`config.mk`:
```
export PLATFORM = sky130hd
export DESIGN_NAME = pen_stroke_smoother_flat
export DESIGN_NICKNAME = d
export VERILOG_FILES = /design/src/rtl/pss_pkg.sv /design/src/rtl/pss_if.sv /design/src/rtl/pss_wmean.sv /design/src/rtl/pss_out_reg.sv /design/src/rtl/pen_stroke_smoother.sv /design/src/flat_wrapper.sv
export SDC_FILE = /design/constraint.sdc
export NUM_CORES = 2
export LEC_CHECK = 0
export BUFFER_PORTS_ARGS = -buffer_cell sky130_fd_sc_hd__buf_2
export CORE_MARGIN = 2
export CORE_UTILIZATION = 40
export DETAILED_ROUTE_END_ITERATION = 7
export GPL_TIMING_DRIVEN = 0
export HOLD_SLACK_MARGIN = 0.1
export PLACE_DENSITY = 0.66
export SYNTH_ARGS = -nofsm -noshare
export SYNTH_HDL_FRONTEND = slang
export SYNTH_SLANG_ARGS = --single-unit
```
`constraint.sdc`:
```
create_clock -name clk_i -period 25.6 [get_ports clk_i]
set_input_delay 0 -clock clk_i [delete_from_list [all_inputs] [get_ports clk_i]]
set_output_delay 0 -clock clk_i [all_outputs]
set_load 0.01 [all_outputs]
```
`src/rtl/pss_pkg.sv`:
```
`timescale 1ns / 1ps
// Shared types and constants of the pen stroke smoother.
package pss_pkg;

  localparam int CoordW = 24;
  localparam int WidthW = 16;
  localparam int SegW   = 16;
  localparam int CmdW   = 2;
  localparam int PressW = 11;
  localparam int ThickW = 8;
  localparam int Taps   = 5;
  localparam int SlotW  = 3;
  localparam int CountW = 3;
  localparam int SumW   = 28;

  typedef logic signed [CoordW-1:0] coord_t;
  typedef logic [WidthW-1:0]        width_t;

  // Command codes.
  localparam logic [CmdW-1:0] CmdPress   = 2'd0;
  localparam logic [CmdW-1:0] CmdMove    = 2'd1;
  localparam logic [CmdW-1:0] CmdRelease = 2'd2;

  // Result kinds.
  localparam logic KindRaw       = 1'b0;
  localparam logic KindCorrected = 1'b1;

  // Window slots, slot four holds the newest point.
  localparam logic [SlotW-1:0] SlotOldest = 3'd0;
  localparam logic [SlotW-1:0] SlotSecond = 3'd1;
  localparam logic [SlotW-1:0] SlotThird  = 3'd2;
  localparam logic [SlotW-1:0] SlotPrev   = 3'd3;
  localparam logic [SlotW-1:0] SlotNewest = 3'd4;

  localparam logic [CountW-1:0] CountMax = 3'd6;

  // Smoothing kernel 1,3,7,3,1 over 15, rounded to nearest.
  localparam logic signed [SumW-1:0] TapWeight [Taps] = '{28'sd1, 28'sd3, 28'sd7, 28'sd3, 28'sd1};
  localparam int RoundBias = 7;
  // floor(n/15) == (n * DivMul) >> DivShift for every n below 2^28.
  localparam logic [SumW-1:0] DivMul = 28'd143165577;
  localparam int DivShift = 31;

  // Thickness in Q8.8: pressure * max * 3 / 16 rounded, plus 256 * floor(max / 4).
  localparam int ThickMul   = 3;
  localparam int ThickRound = 8;
  localparam int ThickShift = 4;
  localparam logic [WidthW-1:0] WidthMax = 16'd65280;
  localparam logic [ThickW-1:0] ThickReset = 8'd4;

  // Smallest Manhattan step that adds a point, one scene unit in Q16.8.
  localparam int MinStep = 256;

  typedef struct packed {
    logic            kind;
    logic [SegW-1:0] segment_index;
    coord_t          from_x;
    coord_t          from_y;
    coord_t          to_x;
    coord_t          to_y;
    width_t          width;
    logic            last;
  } result_t;

endpackage

```
`src/rtl/pss_if.sv`:
```
`timescale 1ns / 1ps
// Stream interfaces for pen events in and segments out.
interface pss_in_if;
  import pss_pkg::*;

  logic                valid;
  logic                ready;
  logic [CmdW-1:0]     cmd;
  coord_t              pos_x;
  coord_t              pos_y;
  logic [PressW-1:0]   pressure;

  modport source (output valid, cmd, pos_x, pos_y, pressure, input ready);
  modport sink   (input valid, cmd, pos_x, pos_y, pressure, output ready);
endinterface

interface pss_out_if;
  import pss_pkg::*;

  logic            valid;
  logic            ready;
  logic            kind;
  logic [SegW-1:0] segment_index;
  coord_t          from_x;
  coord_t          from_y;
  coord_t          to_x;
  coord_t          to_y;
  width_t          width;
  logic            last;

  modport source (output valid, kind, segment_index, from_x, from_y, to_x, to_y, width, last,
                  input ready);
  modport sink   (input valid, kind, segment_index, from_x, from_y, to_x, to_y, width, last,
                  output ready);
endinterface

```
`src/rtl/pss_wmean.sv`:
```
`timescale 1ns / 1ps
// Five-tap weighted mean over a window with taps clamped to the stroke ends.
module pss_wmean (
  input  pss_pkg::coord_t               win_i [pss_pkg::Taps],
  input  logic [pss_pkg::SlotW-1:0]     center_i,
  input  logic [pss_pkg::SlotW-1:0]     low_i,
  output pss_pkg::coord_t               mean_o
);
  import pss_pkg::*;

  coord_t                 ext [Taps+2];
  coord_t                 tap [Taps];
  logic signed [SumW-1:0] sum;
  logic [SumW-1:0]        mag;
  logic [SumW-1:0]        biased;
  logic [2*SumW-1:0]      prod;
  logic [CoordW-1:0]      quo;

  // Slots below the oldest valid one repeat it; positions past the newest repeat the newest.
  always_comb begin
    ext[Taps-1] = win_i[Taps-1];
    ext[Taps]   = win_i[Taps-1];
    ext[Taps+1] = win_i[Taps-1];
    for (int s = Taps - 2; s >= 0; s--) begin
      ext[s] = (SlotW'(s) < low_i) ? ext[s+1] : win_i[s];
    end
  end

  always_comb begin
    for (int i = 0; i < Taps; i++) begin
      case (center_i)
        SlotThird: tap[i] = ext[i];
        SlotPrev:  tap[i] = ext[i+1];
        default:   tap[i] = ext[i+2];
      endcase
    end
  end

  always_comb begin
    sum = '0;
    for (int i = 0; i < Taps; i++) begin
      sum = sum + SumW'(tap[i]) * TapWeight[i];
    end
  end

  // Round half away from zero on the magnitude, then restore the sign.
  assign mag    = sum[SumW-1] ? -sum : sum;
  assign biased = mag + SumW'(RoundBias);
  assign prod   = (2*SumW)'(biased) * (2*SumW)'(DivMul);
  assign quo    = prod[DivShift +: CoordW];
  assign mean_o = sum[SumW-1] ? coord_t'(-quo) : coord_t'(quo);

endmodule

```
`src/rtl/pss_out_reg.sv`:
```
`timescale 1ns / 1ps
// Output register that holds one segment until the sink takes it.
module pss_out_reg (
  input  logic              clk_i,
  input  logic              rst_ni,
  input  logic              push_i,
  input  pss_pkg::result_t  res_i,
  output logic              free_o,
  pss_out_if.source         out_o
);
  import pss_pkg::*;

  logic    valid_q;
  logic    valid_d;
  result_t res_q;

  assign free_o  = !valid_q || out_o.ready;
  assign valid_d = push_i ? 1'b1 : (out_o.ready ? 1'b0 : valid_q);

  always_ff @(posedge clk_i or negedge rst_ni) begin
    if (!rst_ni) begin
      valid_q <= 1'b0;
    end else begin
      valid_q <= valid_d;
    end
  end

  always_ff @(posedge clk_i) begin
    if (push_i) begin
      res_q <= res_i;
    end
  end

  assign out_o.valid         = valid_q;
  assign out_o.kind          = res_q.kind;
  assign out_o.segment_index = res_q.segment_index;
  assign out_o.from_x        = res_q.from_x;
  assign out_o.from_y        = res_q.from_y;
  assign out_o.to_x          = res_q.to_x;
  assign out_o.to_y          = res_q.to_y;
  assign out_o.width         = res_q.width;
  assign out_o.last          = res_q.last;

endmodule

```
`src/rtl/pen_stroke_smoother.sv`:
```
`timescale 1ns / 1ps
// Top level of the pen stroke smoother: event register, stroke window and control.
//
//  Channel  Direction  Handshake            Carries
//  in_i     in         valid / ready        cmd, pos_x, pos_y, pressure
//  out_o    out        valid / ready        kind, segment_index, from/to x/y, width, last
//  cfg      in         cfg_we_i             max_thickness on cfg_wdata_i
//
// One result at most leaves per cycle. Press, ignored events, a short release and the move
// that adds the second point take one step; other moves and a release of a long stroke take two
// steps, since one set of mean units handles each step. Every step needs a free output register.
// The event register frees as the last step completes, so the next event is taken in that cycle.
// A stalled output holds the event in place. Reset closes any stroke, max thickness is 4.
module pen_stroke_smoother #(
  parameter int INDEX_WIDTH = 16
) (
  input  logic                        clk_i,
  input  logic                        rst_ni,
  input  logic                        cfg_we_i,
  input  logic [pss_pkg::ThickW-1:0]  cfg_wdata_i,
  pss_in_if.sink                      in_i,
  pss_out_if.source                   out_o
);
  import pss_pkg::*;

  typedef enum logic [1:0] {
    PhFirst  = 2'b01,
    PhSecond = 2'b10
  } phase_e;

  localparam int SegOutW = (INDEX_WIDTH < SegW) ? INDEX_WIDTH : SegW;

  function automatic logic [SegW-1:0] seg_out(input logic [INDEX_WIDTH-1:0] v);
    seg_out = SegW'(v[SegOutW-1:0]);
  endfunction

  // Event register.
  logic              item_valid_q, item_valid_d;
  logic [CmdW-1:0]   cmd_q;
  coord_t            pos_x_q, pos_y_q;
  logic [PressW-1:0] pressure_q;
  logic              in_acc;

  // Stroke state.
  coord_t             win_x_q [Taps];
  coord_t             win_x_d [Taps];
  coord_t             win_y_q [Taps];
  coord_t             win_y_d [Taps];
  width_t             win_w_q [Taps];
  width_t             win_w_d [Taps];
  coord_t             win_wc  [Taps];
  logic [CountW-1:0]  count_q, count_d;
  logic [INDEX_WIDTH-1:0] seg_q, seg_d;
  logic               active_q, active_d;
  phase_e             phase_q, phase_d;
  logic [ThickW-1:0]  max_thick_q;

  logic step, item_done, push, out_free;
  result_t res;

  logic [SlotW-1:0] m_center, low_p, low_w;
  coord_t mean_x, mean_y, mean_w;
  width_t mean_w16;

  logic [20:0]            thick_prod;
  logic [16:0]            thick_sum;
  width_t                 thick;
  logic signed [CoordW:0] dx, dy;
  logic [CoordW:0]        adx, ady;
  logic [CoordW+1:0]      manhattan;
  logic                   far;
  logic [INDEX_WIDTH-1:0] seg_m1, seg_m2, seg_m3;

  assign step      = item_valid_q && out_free;
  assign in_i.ready = !item_valid_q || item_done;
  assign in_acc    = in_i.valid && in_i.ready;
  assign item_valid_d = in_acc ? 1'b1 : (item_done ? 1'b0 : item_valid_q);

  always_ff @(posedge clk_i or negedge rst_ni) begin
    if (!rst_ni) begin
      item_valid_q <= 1'b0;
      max_thick_q  <= ThickReset;
      count_q      <= '0;
      seg_q        <= '0;
      active_q     <= 1'b0;
      phase_q      <= PhFirst;
    end else begin
      item_valid_q <= item_valid_d;
      if (cfg_we_i) begin
        max_thick_q <= cfg_wdata_i;
      end
      count_q  <= count_d;
      seg_q    <= seg_d;
      active_q <= active_d;
      phase_q  <= phase_d;
    end
  end

  // The window is loaded by a press before any read, so it needs no reset.
  always_ff @(posedge clk_i) begin
    if (in_acc) begin
      cmd_q      <= in_i.cmd;
      pos_x_q    <= in_i.pos_x;
      pos_y_q    <= in_i.pos_y;
      pressure_q <= in_i.pressure;
    end
    if (step) begin
      win_x_q <= win_x_d;
      win_y_q <= win_y_d;
      win_w_q <= win_w_d;
    end
  end

  // Thickness from pressure.
  assign thick_prod = 21'(pressure_q) * 21'(max_thick_q) * 21'(ThickMul);
  assign thick_sum  = 17'((thick_prod + 21'(ThickRound)) >> ThickShift)
                    + 17'({max_thick_q[ThickW-1:2], 8'd0});
  assign thick      = (thick_sum > 17'(WidthMax)) ? WidthMax : thick_sum[WidthW-1:0];

  // Manhattan distance to the newest point.
  assign dx   = (CoordW+1)'(pos_x_q) - (CoordW+1)'(win_x_q[SlotNewest]);
  assign dy   = (CoordW+1)'(pos_y_q) - (CoordW+1)'(win_y_q[SlotNewest]);
  assign adx  = dx[CoordW] ? -dx : dx;
  assign ady  = dy[CoordW] ? -dy : dy;
  assign manhattan = (CoordW+2)'(adx) + (CoordW+2)'(ady);
  assign far  = manhattan >= (CoordW+2)'(MinStep);

  assign seg_m1 = seg_q - INDEX_WIDTH'(1);
  assign seg_m2 = seg_q - INDEX_WIDTH'(2);
  assign seg_m3 = seg_q - INDEX_WIDTH'(3);

  // Mean units: a move smooths the point two behind, a release the last two in turn.
  always_comb begin
    if (cmd_q == CmdMove) begin
      m_center = SlotThird;
    end else if (phase_q == PhFirst) begin
      m_center = SlotPrev;
    end else begin
      m_center = SlotNewest;
    end
    if (count_q >= 3'd5) begin
      low_p = SlotOldest;
    end else if (count_q <= 3'd1) begin
      low_p = SlotNewest;
    end else begin
      low_p = 3'd5 - count_q;
    end
    if (count_q >= CountMax) begin
      low_w = SlotOldest;
    end else if (count_q <= 3'd2) begin
      low_w = SlotNewest;
    end else begin
      low_w = 3'd6 - count_q;
    end
    for (int i = 0; i < Taps; i++) begin
      win_wc[i] = coord_t'({{(CoordW-WidthW){1'b0}}, win_w_q[i]});
    end
  end

  pss_wmean u_mean_x (.win_i(win_x_q), .center_i(m_center), .low_i(low_p), .mean_o(mean_x));
  pss_wmean u_mean_y (.win_i(win_y_q), .center_i(m_center), .low_i(low_p), .mean_o(mean_y));
  pss_wmean u_mean_w (.win_i(win_wc),  .center_i(m_center), .low_i(low_w), .mean_o(mean_w));

  assign mean_w16 = mean_w[WidthW-1:0];

  always_comb begin
    win_x_d   = win_x_q;
    win_y_d   = win_y_q;
    win_w_d   = win_w_q;
    count_d   = count_q;
    seg_d     = seg_q;
    active_d  = active_q;
    phase_d   = phase_q;
    push      = 1'b0;
    res       = '0;
    item_done = 1'b0;
    if (step) begin
      item_done = 1'b1;
      phase_d   = PhFirst;
      unique case (cmd_q)
        CmdPress: begin
          for (int i = 0; i < Taps; i++) begin
            win_x_d[i] = '0;
            win_y_d[i] = '0;
            win_w_d[i] = '0;
          end
          win_x_d[SlotNewest] = pos_x_q;
          win_y_d[SlotNewest] = pos_y_q;
          count_d  = 3'd1;
          seg_d    = '0;
          active_d = 1'b1;
        end
        CmdMove: begin
          if (phase_q == PhFirst) begin
            if (active_q && far) begin
              for (int i = 0; i < Taps - 1; i++) begin
                win_x_d[i] = win_x_q[i+1];
                win_y_d[i] = win_y_q[i+1];
                win_w_d[i] = win_w_q[i+1];
              end
              win_x_d[SlotNewest] = pos_x_q;
              win_y_d[SlotNewest] = pos_y_q;
              win_w_d[SlotNewest] = thick;
              if (count_q < CountMax) begin
                count_d = count_q + 3'd1;
              end
              seg_d = seg_q + INDEX_WIDTH'(1);
              push              = 1'b1;
              res.kind          = KindRaw;
              res.segment_index = seg_out(seg_q);
              res.from_x        = win_x_q[SlotNewest];
              res.from_y        = win_y_q[SlotNewest];
              res.to_x          = pos_x_q;
              res.to_y          = pos_y_q;
              res.width         = thick;
              res.last          = count_q < 3'd3;
              // From the third point on, the point two behind is smoothed in a second step.
              if (count_q >= 3'd2) begin
                item_done = 1'b0;
                phase_d   = PhSecond;
              end
            end
          end else begin
            win_x_d[SlotThird] = mean_x;
            win_y_d[SlotThird] = mean_y;
            // On the third point the first point is smoothed without a result.
            if (count_q >= 3'd4) begin
              win_w_d[SlotThird] = mean_w16;
              push              = 1'b1;
              res.kind          = KindCorrected;
              res.segment_index = seg_out(seg_m3);
              res.from_x        = win_x_q[SlotSecond];
              res.from_y        = win_y_q[SlotSecond];
              res.to_x          = mean_x;
              res.to_y          = mean_y;
              res.width         = mean_w16;
              res.last          = 1'b1;
            end
          end
        end
        CmdRelease: begin
          if (phase_q == PhFirst) begin
            if (active_q) begin
              active_d = 1'b0;
              if (count_q > 3'd3) begin
                win_x_d[SlotPrev] = mean_x;
                win_y_d[SlotPrev] = mean_y;
                win_w_d[SlotPrev] = mean_w16;
                push              = 1'b1;
                res.kind          = KindCorrected;
                res.segment_index = seg_out(seg_m2);
                res.from_x        = win_x_q[SlotThird];
                res.from_y        = win_y_q[SlotThird];
                res.to_x          = mean_x;
                res.to_y          = mean_y;
                res.width         = mean_w16;
                res.last          = 1'b0;
                item_done         = 1'b0;
                phase_d           = PhSecond;
              end
            end
          end else begin
            win_x_d[SlotNewest] = mean_x;
            win_y_d[SlotNewest] = mean_y;
            win_w_d[SlotNewest] = mean_w16;
            push              = 1'b1;
            res.kind          = KindCorrected;
            res.segment_index = seg_out(seg_m1);
            res.from_x        = win_x_q[SlotPrev];
            res.from_y        = win_y_q[SlotPrev];
            res.to_x          = mean_x;
            res.to_y          = mean_y;
            res.width         = mean_w16;
            res.last          = 1'b1;
          end
        end
        default: begin
        end
      endcase
    end
  end

  pss_out_reg u_out_reg (
    .clk_i  (clk_i),
    .rst_ni (rst_ni),
    .push_i (push),
    .res_i  (res),
    .free_o (out_free),
    .out_o  (out_o)
  );

`ifndef SYNTH
  a_ready_when_empty: assert property (@(posedge clk_i) disable iff (!rst_ni)
    !item_valid_q |-> in_i.ready)
    else $error("event register empty but input not ready");

  a_second_has_item: assert property (@(posedge clk_i) disable iff (!rst_ni)
    phase_q == PhSecond |-> item_valid_q)
    else $error("second step pending without an event");

  a_count_range: assert property (@(posedge clk_i) disable iff (!rst_ni)
    count_q <= CountMax)
    else $error("point count beyond saturation");

  a_second_finishes: assert property (@(posedge clk_i) disable iff (!rst_ni)
    step && phase_q == PhSecond |=> phase_q == PhFirst)
    else $error("second step did not complete the event");

  a_release_closes: assert property (@(posedge clk_i) disable iff (!rst_ni)
    step && cmd_q == CmdRelease && phase_q == PhFirst |=> !active_q)
    else $error("release left the stroke open");
`endif

endmodule

```
`src/flat_wrapper.sv`:
```
// flat-port wrapper written by rule: the top's interface ports become plain ports
module pen_stroke_smoother_flat import pss_pkg::*;
#(
  parameter int INDEX_WIDTH = 16
)
  (clk_i, rst_ni, cfg_we_i, cfg_wdata_i, in_i_valid, in_i_cmd, in_i_pos_x, in_i_pos_y, in_i_pressure, in_i_ready, out_o_valid, out_o_kind, out_o_segment_index, out_o_from_x, out_o_from_y, out_o_to_x, out_o_to_y, out_o_width, out_o_last, out_o_ready);
  pss_in_if in_i_i ();
  pss_out_if out_o_i ();
  input  logic clk_i;
  input  logic rst_ni;
  input  logic cfg_we_i;
  input  logic [pss_pkg::ThickW-1:0] cfg_wdata_i;
  input wire logic [$bits(in_i_i.valid)-1:0] in_i_valid;
  input wire logic [$bits(in_i_i.cmd)-1:0] in_i_cmd;
  input wire logic [$bits(in_i_i.pos_x)-1:0] in_i_pos_x;
  input wire logic [$bits(in_i_i.pos_y)-1:0] in_i_pos_y;
  input wire logic [$bits(in_i_i.pressure)-1:0] in_i_pressure;
  output wire logic [$bits(in_i_i.ready)-1:0] in_i_ready;
  output wire logic [$bits(out_o_i.valid)-1:0] out_o_valid;
  output wire logic [$bits(out_o_i.kind)-1:0] out_o_kind;
  output wire logic [$bits(out_o_i.segment_index)-1:0] out_o_segment_index;
  output wire logic [$bits(out_o_i.from_x)-1:0] out_o_from_x;
  output wire logic [$bits(out_o_i.from_y)-1:0] out_o_from_y;
  output wire logic [$bits(out_o_i.to_x)-1:0] out_o_to_x;
  output wire logic [$bits(out_o_i.to_y)-1:0] out_o_to_y;
  output wire logic [$bits(out_o_i.width)-1:0] out_o_width;
  output wire logic [$bits(out_o_i.last)-1:0] out_o_last;
  input wire logic [$bits(out_o_i.ready)-1:0] out_o_ready;
  assign in_i_i.valid = in_i_valid;
  assign in_i_i.cmd = in_i_cmd;
  assign in_i_i.pos_x = in_i_pos_x;
  assign in_i_i.pos_y = in_i_pos_y;
  assign in_i_i.pressure = in_i_pressure;
  assign in_i_ready = in_i_i.ready;
  assign out_o_valid = out_o_i.valid;
  assign out_o_kind = out_o_i.kind;
  assign out_o_segment_index = out_o_i.segment_index;
  assign out_o_from_x = out_o_i.from_x;
  assign out_o_from_y = out_o_i.from_y;
  assign out_o_to_x = out_o_i.to_x;
  assign out_o_to_y = out_o_i.to_y;
  assign out_o_width = out_o_i.width;
  assign out_o_last = out_o_i.last;
  assign out_o_i.ready = out_o_ready;
  pen_stroke_smoother #(.INDEX_WIDTH(INDEX_WIDTH)) u_core (.clk_i(clk_i), .rst_ni(rst_ni), .cfg_we_i(cfg_we_i), .cfg_wdata_i(cfg_wdata_i), .in_i(in_i_i), .out_o(out_o_i));
endmodule
```
* Yosys cells after proc, flatten, opt, wreduce, memory -nomap -nowiden *
Cells that the tools add are included.

storage, ports and cells
  bits in read-only memories = 0
  logic and storage cells = 249
  register bits after elaboration = 543
  output and inout port bits = 132
  input bits = 74
  memories = 0
  latch bits = 0
  RAM bits = 0

cells by class
  muxes and demuxes = 113
  $mul = 14
  reductions and logical operators = 20
  div/mod/pow operators = 0
  add/subtract/negate cells = 35
  eq/ne operators = 14
  magnitude comparators = 19
  shifts and indexed selects = 0
  bitwise logic cells = 0

operators by type and width
  operator                  number
  $mux W130                 5
  $mux W24                  22
  $pmux W24 S2              6
  $pmux W48 S3              2
  $pmux W72 S2              2
  $pmux W130 S2             1
  $mux W120                 2
  $mux W16                  15
  $mux W48                  4
  $mux W129                 1
  $pmux W16 S2              4
  $mul A28 B28 Y55 const B  2
  $mul A24 B3 Y27 const B   4
  $pmux W32 S3              1
  $pmux W48 S2              1
  $add A28 B28 Y28          3
  $add A28 B3 Y28 const B   3
  $mul A24 B4 Y28 const B   3
  $mux W28                  3
  $neg A28 Y28              3
  $mux W80                  1
  $mux W32                  2
  $add A24 B27 Y28          2
  $add A28 B24 Y28          2
  54 further kinds          121

* Logic depth before layout (Yosys ltp) *
  word-level depth = 23
  depth in mapped cells = 69
  gate-level depth less buffers = 63

* Modules after synthesis *
From an unflattened synthesis, not the netlist that was laid out.

unflattened totals
  cells, all modules = 10188
  area, all modules = 90694.5 µm²

modules (own cells, without submodules)
  module                       area each (µm²)  seq. area each (µm²)  instances  cells each
  pen_stroke_smoother          28332.2          12219.2               1          2910
  pss_wmean (u_core.u_mean_w)  19675.1          0.0                   1          2411
  pss_wmean (u_core.u_mean_x)  19388.6          0.0                   1          2374
  pss_wmean (u_core.u_mean_y)  19347.3          0.0                   1          2360
  pss_out_reg                  3951.3           3928.8                1          133

* Worst setup path before layout *
Ideal clock, no wire load.

  path type = register to register
  start = register u_core.count_q[1]
  end = register u_core.win_y_q[38] (netlist name) (data pin)
  data required time = 25329 ps
  period minus slack after synthesis = 15826 ps
  cell stages (with the launch flop) = 61
  library setup time = 271 ps
  setup slack = 9774 ps
  path buffers = 8
  arrival = 15555 ps
  cells stage by stage = dfrtp_1 > buf_2 > nor2_2 > buf_6 > buf_1 > buf_1 > mux2i_1 > nor2_1 > a21oi_1 > nor2_1 > a21oi_1 > a21oi_1 > ha_1 > fa_1 > fa_1 > fa_1 > inv_1 > fa_1 > [... 25 more ...] > fa_1 > inv_1 > fa_1 > ha_1 > a21o_1 > a21o_1 > a21oi_1 > o31ai_1 > a2111o_1 > o21ai_0 > nor3b_1 > a32o_1 > a211o_1 > o2111ai_1 > or4b_2 > o21ai_0 > xor2_1 > o22ai_1

RTL lines
  item                      line                        source
  start: declaration        pen_stroke_smoother.sv:52   logic [CountW-1:0] count_q, count_d;
  start signal: assignment  pen_stroke_smoother.sv:92   count_q <= count_d;
  end signal: assignment    pen_stroke_smoother.sv:109  win_y_q <= win_y_d;
  end: declaration          pen_stroke_smoother.sv:47   coord_t win_y_q [Taps];

* Final worst setup path *
  start = register u_core.count_q[1]
  end = register u_core.win_y_q[71] (netlist name) (data pin)

between the ends
  word-level cells in the longest chain between the ends = 21
  elaborated cells between the ends (all ways) = 32
  those cells by class = add/sub (8); mul (4); order compare (6); mux (14)

RTL lines
  item                                                    line                                                    source
  $sub A3 B3 Y3 / $le A3 B1 Y1 (equally long branches)    pen_stroke_smoother.sv:146, pen_stroke_smoother.sv:143
  $mux W3                                                 pen_stroke_smoother.sv:143                              end else if (count_q <= 3'd1) begin
  $mux W3 (*)                                             pen_stroke_smoother.sv:141                              if (count_q >= 3'd5) begin
  $lt A2 B3 Y1                                            pss_wmean.sv:25                                         ext[s] = (SlotW'(s) < low_i) ? ext[s+1] : win_i[s];
  $mux W24 (3 in a row)                                   pss_wmean.sv:25
  $pmux W24 S2 / $mux W24 (equally long branches)         pss_wmean.sv:31, pss_wmean.sv:25
  $mul A24 B3 Y27 / $pmux W24 S2 (equally long branches)  pss_wmean.sv:42, pss_wmean.sv:31
  $add A24 B27 Y28                                        pss_wmean.sv:42                                         sum = sum + SumW'(tap[i]) * TapWeight[i];
  [... 3 more ...]                                        -
  $neg A28 Y28                                            pss_wmean.sv:47                                         assign mag = sum[SumW-1] ? -sum : sum;
  $mux W28                                                pss_wmean.sv:47
  $add A28 B3 Y28                                         pss_wmean.sv:48                                         assign biased = mag + SumW'(RoundBias);
  $mul A28 B28 Y55                                        pss_wmean.sv:49                                         assign prod = (2*SumW)'(biased) * (2*SumW)'(DivMul);
  $neg A24 Y24                                            pss_wmean.sv:51                                         assign mean_o = sum[SumW-1] ? coord_t'(-quo) : coord_t'(quo);
  $mux W24 (*)                                            pss_wmean.sv:51
  $mux W24 (*)                                            pen_stroke_smoother.sv:194                              if (phase_q == PhFirst) begin
  $pmux W72 S2 (*)                                        pen_stroke_smoother.sv:180                              unique case (cmd_q)

Mark *: on every way between the ends. The rest lies on a longest branch, timed or not.
A chain may end at the register's enable or synchronous reset.

==> summary.txt <==
Status
  – Failing checks: DRC, capacitance limit, slew limit
  – Outcome: finished, violations left

Synth
  – Mapped Cells: between 9000 and 10000
  – Top-area cell type share of the netlist area: 0.1886
  – Synth unique cells: roughly 130
  – Yosys top cell by area: fa_1
  – Avg Cell Area, Syn: 9.037 sq um
  – Asr flop ratio synth: 0.05893
  – Yosys warning count: 0
  – Top area cells in the synthesized netlist: fa_1 19%, edfxtp_1 19%, ha_1 16%
  – #FFs+latches synth: 543
  – Post-synth top cells: 1216 x inv_1, 1062 x ha_1, 767 x fa_1, 743 x nor2_1, 657 x a21oi_1
  – Sequential area share after synthesis: 0.1984
  – Count leader, synth: inv_1
  – Area of the mapped netlist: 81400 sq um
  – Ys flop type: edfxtp_1
  – Number of enable flip-flop cells after synthesis: 511

Place
  – Detailed Place HPWL: 283800 microns
  – Routability cong.: around 1.1
  – IO buf count: just over 200

STA
  – Min Tclk post-route: 22.91 ns
  – Endpoints failing hold: 0
  – Pins Over Slew Limit: 143
  – Clk_skew: between 0.05 and 0.06 ns
  – Final setup viols: 0
  – Final period utilization: 0.8949
  – RSZ-0062 raised after global routing: false
  – Slew @ Worst Pin: roughly 1.6 ns
  – Setup Total Neg Slack: 0 ns
  – Relative slew slack: -0.08773
  – Max Fclk: 43.65 MHz

Drt
  – Initial drt markers: just under 10000
  – Drt total wl: 350600 microns
  – Antenna-violating nets left: 0
  – DR vias/cell: between 6 and 7
  – WL/cell: 28.74 microns
  – Vias: 73860
  – Drt first pass iters: 8
  – DRC: 6

Global route
  – Total congestion overflow: 0
  – Initial antenna violation count: 30
  – Vias in the first global route: 72380
  – First-pass GRT wire length: 499700 microns
  – Gr usage total: 0.3331
  – Largest net degree at the start of global routing: 80

Die
  – # rows: 165
  – Chip height: 455.1 microns
  – IO Count: 206
  – Die Wd: ~460 microns
  – Core area: between 200000 and 250000 sq um
  – Initial Util: 0.4023
  – Die area: 207100 sq um

CTS
  – Clk slew on worst S/H paths: 0.07 ns
  – Num CTS Buffers: 72
  – H-tree depth: 3
  – TritonCTS clock tree: done
  – Sink Count: ~540
  – Worst-Skew Late Latency: between 0.7 and 0.8 ns
  – Root Driver: clkbuf_16
  – CTS Buffer Depth: 3
  – # resized after CTS: 0

Worst setup path
  – Crit path arrival time: 23.27 ns
  – Crit start category: flip-flop
  – R2r startpoint: u_core.count_q[1]
  – R2R setup slack: between 2 and 3 ns
  – Max incr delay on CP: 1.09 ns
  – Worst Setup SP: u_core.count_q[1]
  – R2R Path End: u_core.win_y_q[71]
  – CP max-delay cell: buf_1
  – R2R depth: 61
  – Max FO, Critical Path: 10
  – Critical Path End: u_core.win_y_q[71]
  – Stages on the worst setup path: ~60
  – Buffers & Inverters on Critical Path: 14
  – Crit. End Element: flip-flop
  – CP most frequent cell: fa_1
  – Critical path's top delay family: adder cells
  – Critical path type: reg2reg
  – Req. time, crit path: 25.96 ns

Hold path
  – Hold Crit Class: in2reg

Layout
  – Nets: 11360
  – Share of layout cells above drive strength 1: 0.05449
  – Area growth, synth to finish: 10.65%

Flow run
  – Max-cap violations: 16
==> metrics by stage <==
stage | hold WS, ns | utilization | cell area [sq um] | instances | worst slack, ns
2_1_floorplan | -0.2956 | - | 81410 | 9009 | 9.774
3_3_place_gp | 0.1760 | 0.4239 | 85770 | 11890 | 3.753
3_5_place_dp | 0.1782 | 0.4257 | 86120 | 11900 | 3.744
4_1_cts | 0.1055 | 0.4448 | 90000 | 12180 | 3.675
5_1_grt | 0.1713 | 0.4450 | 90030 | 12180 | 2.333
6_report | 0.1221 | 0.4452 | 90070 | 12200 | 2.691
==> registers in the layout (all words and copies together) (netlist names), 2 cells and up <==
register / count
u_core.cmd_q: 2
u_core.count_q: 3
u_core.max_thick_q: 8
u_core.phase_q: 2
u_core.pos_x_q: 24
u_core.pos_y_q: 24
u_core.pressure_q: 11
u_core.seg_q: 16
u_core.u_out_reg.out_o.from_x: 24
u_core.u_out_reg.out_o.from_y: 24
u_core.u_out_reg.out_o.segment_index: 16
u_core.u_out_reg.out_o.to_x: 24
u_core.u_out_reg.out_o.to_y: 24
u_core.u_out_reg.out_o.width: 16
u_core.win_w_q: 80
u_core.win_x_q: 120
u_core.win_y_q: 120
==> worst register-to-register path, delay by kind of cell, from the launching register on <==
| kind | cells | cell delay, ns |
|---|---|---|
| adder cells (fa/ha/maj) | 13 | 5.83 |
| AO/OA/AOI/OAI | 12 | 3.57 |
| AND/OR/NAND/NOR | 18 | 4.61 |
| XOR/XNOR | 2 | 1.46 |
| flip-flops | 1 | 0.46 |
| buffers and inverters | 14 | 5.77 |
| multiplexers | 2 | 0.84 |
==> cells in the final DEF (no fill, tap or decap), drive strengths merged, types with 162 or more instances in the layout <==
cell and n:
fa 767, inv 1226, clkbuf 390, nor2 746
buf 278, o21ai 440, a21o 196, nor3 162
a21oi 659, nand2 564, and2 213, xnor2 314
ha 1062, edfxtp 511
==> worst min-delay path by stage <==
stage               cells after the start                  end            from
finish                                  3  u_core.item_valid_q      in_i_valid
CTS                                     3  u_core.item_valid_q      in_i_valid
global route                            3  u_core.item_valid_q      in_i_valid
floorplan                               0      u_core.active_q          rst_ni
detailed placement                      1    u_core.pos_x_q[2]   in_i_pos_x[2]
global placement                        1   u_core.pos_y_q[23]  in_i_pos_y[23]
==> repair_timing <==
action | CTS | global route
setup buffers | 0 | 0
hold endpoints to repair | 116 | 0
hold buffers | 152 | 0
==> per-layer routing <==
layer,GRT usage,up-vias,wire length [microns]
li1,-,32360,-
met1,0.4516,36460,145900
met3,0.1198,770,44180
met2,0.4743,4261,142000
met4,0.1460,10,18170
met5,0,-,252
==> final cells by class <==
type	instances	area [sq um]
clock inverters	45	459.2
inverters	1217	4578
diodes	19	47.55
plain buffers	366	1489
repair buffers	369	2815
clock buffers	84	1889
flip-flops and latches	543	16150
well taps	2672	3343
multi-input cells	6883	59300
fillers	19640	112200
==> logic make-up (layout without fill, tap and decap cells) <==
kind of cell,count (synthesis),after routing,synth area share
flops,543,543,0.1984
fa+ha+maj,1830,1830,0.3520
buf+inv,1583,2081,0.07435
xor+xnor,440,440,0.04820
compound gates,2218,2218,0.1772
simple gates,2271,2271,0.1347
other cells,1,22,0.00004607
mux,121,121,0.01512
Power is left out: the tool's default activity adds up to more than one toggle a clock period on the data nets, which glitch-free logic cannot reach.
